===== config.mk =====
export PLATFORM = sky130hd
export DESIGN_NAME = utf8_stream_filter_unit
export DESIGN_NICKNAME = d
export VERILOG_FILES = /design/src/hw/rtl/utf8sf_pkg.sv /design/src/hw/rtl/utf8sf_check.sv /design/src/hw/rtl/utf8_stream_filter_unit.sv
export SDC_FILE = /design/constraint.sdc
export NUM_CORES = 1
export LEC_CHECK = 0
export BUFFER_PORTS_ARGS = -buffer_cell sky130_fd_sc_hd__buf_2
export CORE_ASPECT_RATIO = 0.7
export CORE_MARGIN = 10
export CORE_UTILIZATION = 59
export DETAILED_ROUTE_END_ITERATION = 6
export PLACE_DENSITY_LB_ADDON = 0.2
export SLEW_MARGIN = 15
export SYNTH_ARGS = -nofsm -noshare
export SYNTH_HDL_FRONTEND = slang
export SYNTH_SLANG_ARGS = --single-unit
export TNS_END_PERCENT = 30

===== constraint.sdc =====
create_clock -name aclk -period 3.45 [get_ports aclk]
set_input_delay 1.035 -clock aclk [delete_from_list [all_inputs] [get_ports aclk]]
set_output_delay 1.035 -clock aclk [all_outputs]
set_load 0.1 [all_outputs]

===== src/hw/rtl/utf8sf_pkg.sv =====
package utf8sf_pkg;

    typedef logic [7:0]      byte_t;
    typedef logic [3:0][7:0] win_t;

    // result of one look at the head of the window
    typedef struct packed {
        logic [2:0] len;
        logic       bad;
        logic       complete;
    } chk_t;

    localparam byte_t REPL_B0     = 8'hEF;
    localparam byte_t REPL_B1     = 8'hBF;
    localparam byte_t REPL_B2     = 8'hBD;
    localparam byte_t LEAD2_LO    = 8'hC2;
    localparam byte_t LEAD2_HI    = 8'hDF;
    localparam byte_t LEAD3_LO    = 8'hE0;
    localparam byte_t LEAD3_HI    = 8'hEF;
    localparam byte_t LEAD4_LO    = 8'hF0;
    localparam byte_t LEAD4_HI    = 8'hF4;
    localparam byte_t LEAD_SURR   = 8'hED;
    localparam byte_t MIN_E0      = 8'hA0;
    localparam byte_t MIN_F0      = 8'h90;
    localparam byte_t MAX_F4      = 8'h8F;
    localparam byte_t CONT_MASK   = 8'hC0;
    localparam byte_t CONT_TAG    = 8'h80;
    localparam byte_t ASCII_LIMIT = 8'h80;

    function automatic logic [2:0] lead_len(input byte_t b);
        logic [2:0] l;
        l = 3'd0;
        if (b < ASCII_LIMIT) l = 3'd1;
        else if (b >= LEAD2_LO && b <= LEAD2_HI) l = 3'd2;
        else if (b >= LEAD3_LO && b <= LEAD3_HI) l = 3'd3;
        else if (b >= LEAD4_LO && b <= LEAD4_HI) l = 3'd4;
        return l;
    endfunction

    // second: byte sits right after the lead, where the range rules apply
    function automatic logic follow_ok(input byte_t lead, input logic second, input byte_t b);
        logic ok;
        ok = ((b & CONT_MASK) == CONT_TAG);
        if (second) begin
            if (lead == LEAD3_LO && b < MIN_E0) ok = 1'b0;
            if (lead == LEAD_SURR && b >= MIN_E0) ok = 1'b0;
            if (lead == LEAD4_LO && b < MIN_F0) ok = 1'b0;
            if (lead == LEAD4_HI && b > MAX_F4) ok = 1'b0;
        end
        return ok;
    endfunction

    function automatic byte_t repl_byte(input logic [1:0] idx);
        byte_t r;
        unique case (idx)
            2'd0:    r = REPL_B0;
            2'd1:    r = REPL_B1;
            default: r = REPL_B2;
        endcase
        return r;
    endfunction

endpackage


===== src/hw/rtl/utf8sf_check.sv =====
module utf8sf_check
    import utf8sf_pkg::*;
(
    input  win_t       win,
    input  logic [2:0] n,
    output chk_t       chk
);

    logic [2:0] len;
    logic       bad_follow;

    always_comb begin
        len        = lead_len(win[0]);
        bad_follow = 1'b0;
        for (int j = 1; j < 4; j++) begin
            if (3'(j) < len && 3'(j) < n && !follow_ok(win[0], (j == 1), win[j])) begin
                bad_follow = 1'b1;
            end
        end
        chk.len      = len;
        chk.bad      = (len == 3'd0) || bad_follow;
        chk.complete = (len <= n);
    end

endmodule


===== src/hw/rtl/utf8_stream_filter_unit.sv =====
// utf8 stream filter: cleans a byte string into well-formed utf-8
//
// s_ channel: one request per raw byte, s_in_last on the final byte of a string
// m_ channel: filtered bytes; m_out_valid 0 marks an empty end marker,
//   m_out_last flags the final result, m_string_valid tells on it whether the
//   string had no dropped byte
// cfg channel: replace_enable, 1 emits ef bf bd for each dropped byte;
//   write it only while the block is idle
// timing: a byte is taken only in the idle state; each request then passes
//   through a scan step for each look at the window head (the look that
//   finds the window empty included), an output step for each byte put out
//   (a sequence byte or a replacement byte) and a closing step; the next byte
//   is taken only after that, since the shared head checker and the single
//   output port serve one request at a time
// the last produced byte is held back in a hold slot so out_last can be put on it
// stalls: when m_ready is low the sequencer waits with the output register full
// reset: pending bytes, flags and replace_enable go to zero, output goes empty
module utf8_stream_filter_unit
    import utf8sf_pkg::*;
(
    input  logic       aclk,
    input  logic       aresetn,

    input  logic       s_valid,
    output logic       s_ready,
    input  logic [7:0] s_in_byte,
    input  logic       s_in_last,

    output logic       m_valid,
    input  logic       m_ready,
    output logic [7:0] m_out_byte,
    output logic       m_out_valid,
    output logic       m_out_last,
    output logic       m_string_valid,

    input  logic       cfg_valid,
    output logic       cfg_ready,
    input  logic       cfg_replace_enable
);

    typedef enum logic [2:0] {
        ST_IDLE,
        ST_SCAN,
        ST_EMIT,
        ST_REPL,
        ST_FINISH
    } state_t;

    state_t     state_reg, state_next;
    win_t       win_reg, win_next;       // window, head at index 0
    logic [2:0] n_reg, n_next;           // bytes in the window
    logic [2:0] cnt_reg, cnt_next;       // bytes left to emit, or replacement index
    logic       last_reg, last_next;
    logic       saw_invalid_reg, saw_invalid_next;
    logic       replace_reg, replace_next;
    byte_t      hold_byte_reg, hold_byte_next;
    logic       hold_valid_reg, hold_valid_next;

    logic       m_valid_reg, m_valid_next;
    byte_t      m_byte_reg, m_byte_next;
    logic       m_ov_reg, m_ov_next;
    logic       m_last_reg, m_last_next;
    logic       m_sv_reg, m_sv_next;

    chk_t       chk;
    logic       out_free;
    logic       put_en;
    byte_t      put_byte;

    // shared head checker, used once per scan step
    utf8sf_check u_check (
        .win (win_reg),
        .n   (n_reg),
        .chk (chk)
    );

    assign out_free = !m_valid_reg || m_ready;

    always_comb begin
        state_next       = state_reg;
        win_next         = win_reg;
        n_next           = n_reg;
        cnt_next         = cnt_reg;
        last_next        = last_reg;
        saw_invalid_next = saw_invalid_reg;
        replace_next     = replace_reg;
        hold_byte_next   = hold_byte_reg;
        hold_valid_next  = hold_valid_reg;
        m_valid_next     = m_valid_reg;
        m_byte_next      = m_byte_reg;
        m_ov_next        = m_ov_reg;
        m_last_next      = m_last_reg;
        m_sv_next        = m_sv_reg;
        put_en           = 1'b0;
        put_byte         = '0;

        if (m_valid_reg && m_ready) m_valid_next = 1'b0;
        if (cfg_valid) replace_next = cfg_replace_enable;

        unique case (state_reg)
            ST_IDLE: begin
                if (s_valid) begin
                    // pending bytes already sit at the front of the window
                    win_next[n_reg[1:0]] = s_in_byte;
                    n_next               = n_reg + 3'd1;
                    last_next            = s_in_last;
                    state_next           = ST_SCAN;
                end
            end
            ST_SCAN: begin
                if (n_reg == 3'd0) begin
                    state_next = ST_FINISH;
                end else if (!chk.bad && chk.complete) begin
                    cnt_next   = chk.len;
                    state_next = ST_EMIT;
                end else if (!chk.bad && !last_reg) begin
                    // valid prefix waits for the next request
                    state_next = ST_FINISH;
                end else begin
                    // drop the head byte
                    saw_invalid_next = 1'b1;
                    win_next         = {8'h00, win_reg[3:1]};
                    n_next           = n_reg - 3'd1;
                    if (replace_reg) begin
                        cnt_next   = 3'd0;
                        state_next = ST_REPL;
                    end
                end
            end
            ST_EMIT: begin
                if (out_free) begin
                    put_en   = 1'b1;
                    put_byte = win_reg[0];
                    win_next = {8'h00, win_reg[3:1]};
                    n_next   = n_reg - 3'd1;
                    cnt_next = cnt_reg - 3'd1;
                    if (cnt_reg == 3'd1) state_next = ST_SCAN;
                end
            end
            ST_REPL: begin
                if (out_free) begin
                    put_en   = 1'b1;
                    put_byte = repl_byte(cnt_reg[1:0]);
                    cnt_next = cnt_reg + 3'd1;
                    if (cnt_reg == 3'd2) state_next = ST_SCAN;
                end
            end
            ST_FINISH: begin
                if (last_reg) begin
                    if (out_free) begin
                        // final result, or empty end marker when nothing came out
                        m_valid_next     = 1'b1;
                        m_byte_next      = hold_valid_reg ? hold_byte_reg : 8'h00;
                        m_ov_next        = hold_valid_reg;
                        m_last_next      = 1'b1;
                        m_sv_next        = !saw_invalid_reg;
                        hold_valid_next  = 1'b0;
                        n_next           = 3'd0;
                        win_next         = '0;
                        saw_invalid_next = 1'b0;
                        state_next       = ST_IDLE;
                    end
                end else if (hold_valid_reg) begin
                    if (out_free) begin
                        m_valid_next    = 1'b1;
                        m_byte_next     = hold_byte_reg;
                        m_ov_next       = 1'b1;
                        m_last_next     = 1'b0;
                        m_sv_next       = 1'b0;
                        hold_valid_next = 1'b0;
                        state_next      = ST_IDLE;
                    end
                end else begin
                    state_next = ST_IDLE;
                end
            end
            default: state_next = ST_IDLE;
        endcase

        // new byte goes to the hold slot, the one it replaces goes out
        if (put_en) begin
            if (hold_valid_reg) begin
                m_valid_next = 1'b1;
                m_byte_next  = hold_byte_reg;
                m_ov_next    = 1'b1;
                m_last_next  = 1'b0;
                m_sv_next    = 1'b0;
            end
            hold_byte_next  = put_byte;
            hold_valid_next = 1'b1;
        end
    end

    always_ff @(posedge aclk) begin
        if (!aresetn) begin
            state_reg       <= ST_IDLE;
            win_reg         <= '0;
            n_reg           <= '0;
            cnt_reg         <= '0;
            last_reg        <= 1'b0;
            saw_invalid_reg <= 1'b0;
            replace_reg     <= 1'b0;
            hold_byte_reg   <= '0;
            hold_valid_reg  <= 1'b0;
            m_valid_reg     <= 1'b0;
            m_byte_reg      <= '0;
            m_ov_reg        <= 1'b0;
            m_last_reg      <= 1'b0;
            m_sv_reg        <= 1'b0;
        end else begin
            state_reg       <= state_next;
            win_reg         <= win_next;
            n_reg           <= n_next;
            cnt_reg         <= cnt_next;
            last_reg        <= last_next;
            saw_invalid_reg <= saw_invalid_next;
            replace_reg     <= replace_next;
            hold_byte_reg   <= hold_byte_next;
            hold_valid_reg  <= hold_valid_next;
            m_valid_reg     <= m_valid_next;
            m_byte_reg      <= m_byte_next;
            m_ov_reg        <= m_ov_next;
            m_last_reg      <= m_last_next;
            m_sv_reg        <= m_sv_next;
        end
    end

    assign s_ready        = (state_reg == ST_IDLE);
    assign cfg_ready      = 1'b1;
    assign m_valid        = m_valid_reg;
    assign m_out_byte     = m_byte_reg;
    assign m_out_valid    = m_ov_reg;
    assign m_out_last     = m_last_reg;
    assign m_string_valid = m_sv_reg;

`ifndef SYNTHESIS
    // nothing is held back once a request is finished
    assert property (@(posedge aclk) disable iff (!aresetn)
        s_ready |-> !hold_valid_reg)
        else $error("hold slot still full while idle");

    // a finished request never leaves a full window pending
    assert property (@(posedge aclk) disable iff (!aresetn)
        s_ready |-> (n_reg <= 3'd3))
        else $error("pending window overflow");

    // an empty end marker is only ever the final result
    assert property (@(posedge aclk) disable iff (!aresetn)
        (m_valid && !m_out_valid) |-> m_out_last)
        else $error("empty marker without last flag");

    // string status is only reported on the final result
    assert property (@(posedge aclk) disable iff (!aresetn)
        (m_valid && !m_out_last) |-> !m_string_valid)
        else $error("string status outside final result");
`endif

endmodule

==> impl_metrics.xml <==
<?xml version="1.0" encoding="UTF-8"?>
<metrics>
  <group name="setup_path">
    <metric name="critical_path.cell_chain" unit="">nor3_1, a21oi_1, nand2_1, inv_1, ha_1, nor2b_1, o21a_1, o21a_1, a21oi_1, a21o_1, o21a_1, a22o_1</metric>
    <metric name="crit_arrival" unit="ps">3350</metric>
    <metric name="worstPathMaxFanout" unit="">9</metric>
    <metric name="largest_incremental_delay_on_the_critical_path" unit="ps">470</metric>
    <metric name="worst-setup-path-type" unit="">flip-flop to flip-flop</metric>
    <metric name="worstSetupEndpointType" unit="">flip-flop</metric>
    <metric name="critPathSlowestCell" unit="">dfxtp_1</metric>
    <metric name="critical_path.most_common_cell" unit="">o21a_1</metric>
    <metric name="crit_path_start_kind" unit="">flip-flop</metric>
    <metric name="cp_data_required_time" unit="ps">3740</metric>
  </group>
  <group name="synth">
    <metric name="synth_fp_nets" unit="">409</metric>
    <metric name="synth.distinct_cells" unit="">49</metric>
    <metric name="top_cell_type_s_share_of_synthesized_area" unit="%">38.4</metric>
    <metric name="yosys-top-cells-area" unit="">dfxtp_1 (38%), o211a_1 (7.7%), a22oi_1 (6.2%), nand2_1 (5.7%), ha_1 (5.2%)</metric>
    <metric name="synth_async_sr_flop_share" unit="%">0</metric>
    <metric name="most_repeated_cell_in_the_gate_level_netlist_after_synthesis" unit="">dfxtp_1</metric>
    <metric name="synth-seq-cells" unit="">65</metric>
    <metric name="synthesis.area" unit="um2">3380</metric>
    <metric name="synth-edff-count" unit="">0</metric>
    <metric name="synth-warning-count" unit="">0</metric>
    <metric name="synthTopCellsByCount" unit="">dfxtp_1 (65), nand2_1 (51), a22oi_1 (28)</metric>
    <metric name="synth_largest_area_cell" unit="">dfxtp_1</metric>
    <metric name="synth_seq_area_share" unit="%">38.4</metric>
    <metric name="synthCells" unit="">380</metric>
    <metric name="synth_flop_cell" unit="">dfxtp_1</metric>
    <metric name="syn-mean-instance-area" unit="um2">8.91</metric>
  </group>
  <group name="clocking">
    <metric name="ctsRootBufferMaster" unit="">clkbuf_8</metric>
    <metric name="cts_resized" unit="">0</metric>
    <metric name="cts.sinks" unit="">65</metric>
    <metric name="h-tree-depth" unit="">3</metric>
    <metric name="clk_transition_reported_paths" unit="ps">70</metric>
    <metric name="cts_hold_buf" unit="">0</metric>
    <metric name="numCtsBuffers" unit="">9</metric>
    <metric name="cts_tree" unit="">built</metric>
    <metric name="cts_post_setup_buffers_inserted" unit="">0</metric>
    <metric name="deepest_clock_path_buffer_count" unit="">2</metric>
    <metric name="worst_skew_pair.late_latency" unit="ps">350</metric>
  </group>
  <group name="hold_path">
    <metric name="worst_hold_class" unit="">flip-flop to flip-flop</metric>
  </group>
  <group name="sta">
    <metric name="slew_headroom" unit="%">45.7</metric>
    <metric name="fin_skew" unit="ps">8.79</metric>
    <metric name="maxClockFrequency" unit="GHz">0.327</metric>
    <metric name="hold_violations" unit="">0</metric>
    <metric name="rsz0062_at_grt" unit="">false</metric>
    <metric name="worst-slew-pin-transition" unit="ps">813</metric>
    <metric name="period_needed" unit="ps">3060</metric>
    <metric name="final.period_utilization" unit="%">88.8</metric>
    <metric name="totalNegativeSetupSlack" unit="ps">0</metric>
    <metric name="setup_violations" unit="">0</metric>
    <metric name="drv_slew" unit="">0</metric>
  </group>
  <group name="global_route">
    <metric name="via_count_of_the_first_global_routing_pass" unit="">2692</metric>
    <metric name="grt_resource_usage_total" unit="%">17.1</metric>
    <metric name="pin_count_of_the_biggest_net_entering_global_routing" unit="">33</metric>
    <metric name="grt_first_pass_wirelength" unit="um">13400</metric>
    <metric name="grt_antenna_before_repair" unit="">0</metric>
    <metric name="global_route.overflow_total" unit="">0</metric>
  </group>
  <group name="run_status">
    <metric name="run_status" unit="">completed</metric>
  </group>
  <group name="route">
    <metric name="detail-route-antenna-nets" unit="">0</metric>
    <metric name="wl" unit="um">7800</metric>
    <metric name="drc" unit="">0</metric>
    <metric name="route.vias.total" unit="">2879</metric>
    <metric name="detail_route.vias_per_cell" unit="">6.05</metric>
    <metric name="drt_iter0_drc" unit="">228</metric>
    <metric name="detailedRoute.firstPassIterationCount" unit="">5</metric>
    <metric name="wire_per_inst" unit="um">16.4</metric>
  </group>
  <group name="placement">
    <metric name="dp_hpwl" unit="um">5930</metric>
    <metric name="io_buffers" unit="">27</metric>
    <metric name="place_congestion" unit="">0.914</metric>
  </group>
  <group name="pwr">
    <metric name="total_power" unit="mW">2.92</metric>
    <metric name="power.density_cell_area" unit="nW/um2">782</metric>
    <metric name="p_leak" unit="nW">1.72</metric>
    <metric name="ir_worst_vdd" unit="mV">0.643</metric>
  </group>
  <group name="run">
    <metric name="cap_viol_max_count" unit="">0</metric>
  </group>
  <group name="cells_and_area">
    <metric name="nets" unit="">428</metric>
    <metric name="antennaDiodeCount" unit="">0</metric>
    <metric name="syn2layout_area_growth" unit="%">10.2</metric>
    <metric name="post_route_cells_drive_above_1_share" unit="%">14.6</metric>
  </group>
  <group name="die">
    <metric name="chipHeight" unit="um">83.4</metric>
    <metric name="die_width" unit="um">111</metric>
    <metric name="die-area" unit="um2">9210</metric>
    <metric name="starting_density" unit="%">62.7</metric>
    <metric name="placeableCoreArea" unit="um2">5400</metric>
    <metric name="std_cell_rows" unit="">22</metric>
    <metric name="pin_count" unit="">29</metric>
  </group>
</metrics>
layer usage:
metal / wire length [um] / vias to the layer above / part of all wire (%) / GRT usage [%]
met2: 3190 / 95 / 41 / 24.3
li1: - / 1417 / - / -
met5: 0 / - / 0 / 0
met4: 71 / 0 / 0.91 / 3.86
met1: 3910 / 1356 / 50 / 23.9
met3: 620 / 11 / 8.0 / 5.89
cells in the final DEF, fill, tap and decap left out, types with 10 or more instances in the layout:
cell type,count
dfxtp_1,65
nand2_1,51
a22oi_1,28
buf_2,27
o211a_1,26
nor2_1,23
ha_1,14
o21ai_0,13
a22o_1,13
nor3_1,11
a21oi_1,11
inv_1,10
o21a_1,10
mux2i_1,10
nor2b_1,10
cells by family (layout without fill, tap and decap cells):
logic type      after synthesis  count (layout)  share of synthesized area (%)
compound gates              125             125                           30.0
mux                          11              11                           3.29
flops                        65              65                           38.4
xor+xnor                      3               3                          0.776
simple gates                127             127                           17.6
fa+ha+maj                    14              14                           5.18
other cells                   1               1                          0.111
buf+inv                      34              58                           4.62
power breakdown:
part           switching [mW]  leakage [nW]  total (mW)  internal (mW)
clock network           0.299        0.0912       0.631          0.331
logic                   0.698          1.10        1.17          0.469
registers               0.202         0.528        1.12          0.915
total                    1.20          1.72        2.92           1.72
through the flow:
step / utilization (%) / area [um2] / setup slack, ps / hold slack (ps) / instances
2_1_floorplan: - / 3390 / 511 / 441 / 380
3_5_place_dp: 65.5 / 3530 / 451 / 454 / 460
4_1_cts: 69.1 / 3730 / 403 / 472 / 476
3_3_place_gp: 65.5 / 3530 / 536 / 451 / 460
6_report: 69.1 / 3730 / 388 / 471 / 476
5_1_grt: 69.1 / 3730 / 130 / 490 / 476
path summary, 6_finish.rpt:
check	cells after the start	slack [ps]	end	start
max	12	390	win_reg[25]	flip-flop
min	2	470	hold_byte_reg[1]	hold_byte_reg[1]
max reg2reg	12	390	win_reg[25]	flip-flop
min reg2reg	2	470	hold_byte_reg[1]	hold_byte_reg[1]
cell type report:
class                      instances  area, um2
inverter                          10       37.5
sequential                        65       1300
timing repair buffer              32        173
fill                             447       1670
clock inverter                     7       71.3
multi-input combinational        281       1930
clock buffer                       9        124
tap                               72       90.1
worst max-delay path: cells and delay by family, from the launching register on:
| family | cells | cell delay [ps] |
|---|---|---|
| AOI/OAI and AO/OA | 7 | 1890 |
| adders and majority gates | 1 | 220 |
| buffers and inverters | 1 | 70 |
| DFF | 1 | 470 |
| and+or+nand+nor | 3 | 350 |
No activity file was read; power rests on OpenSTA's default activity.
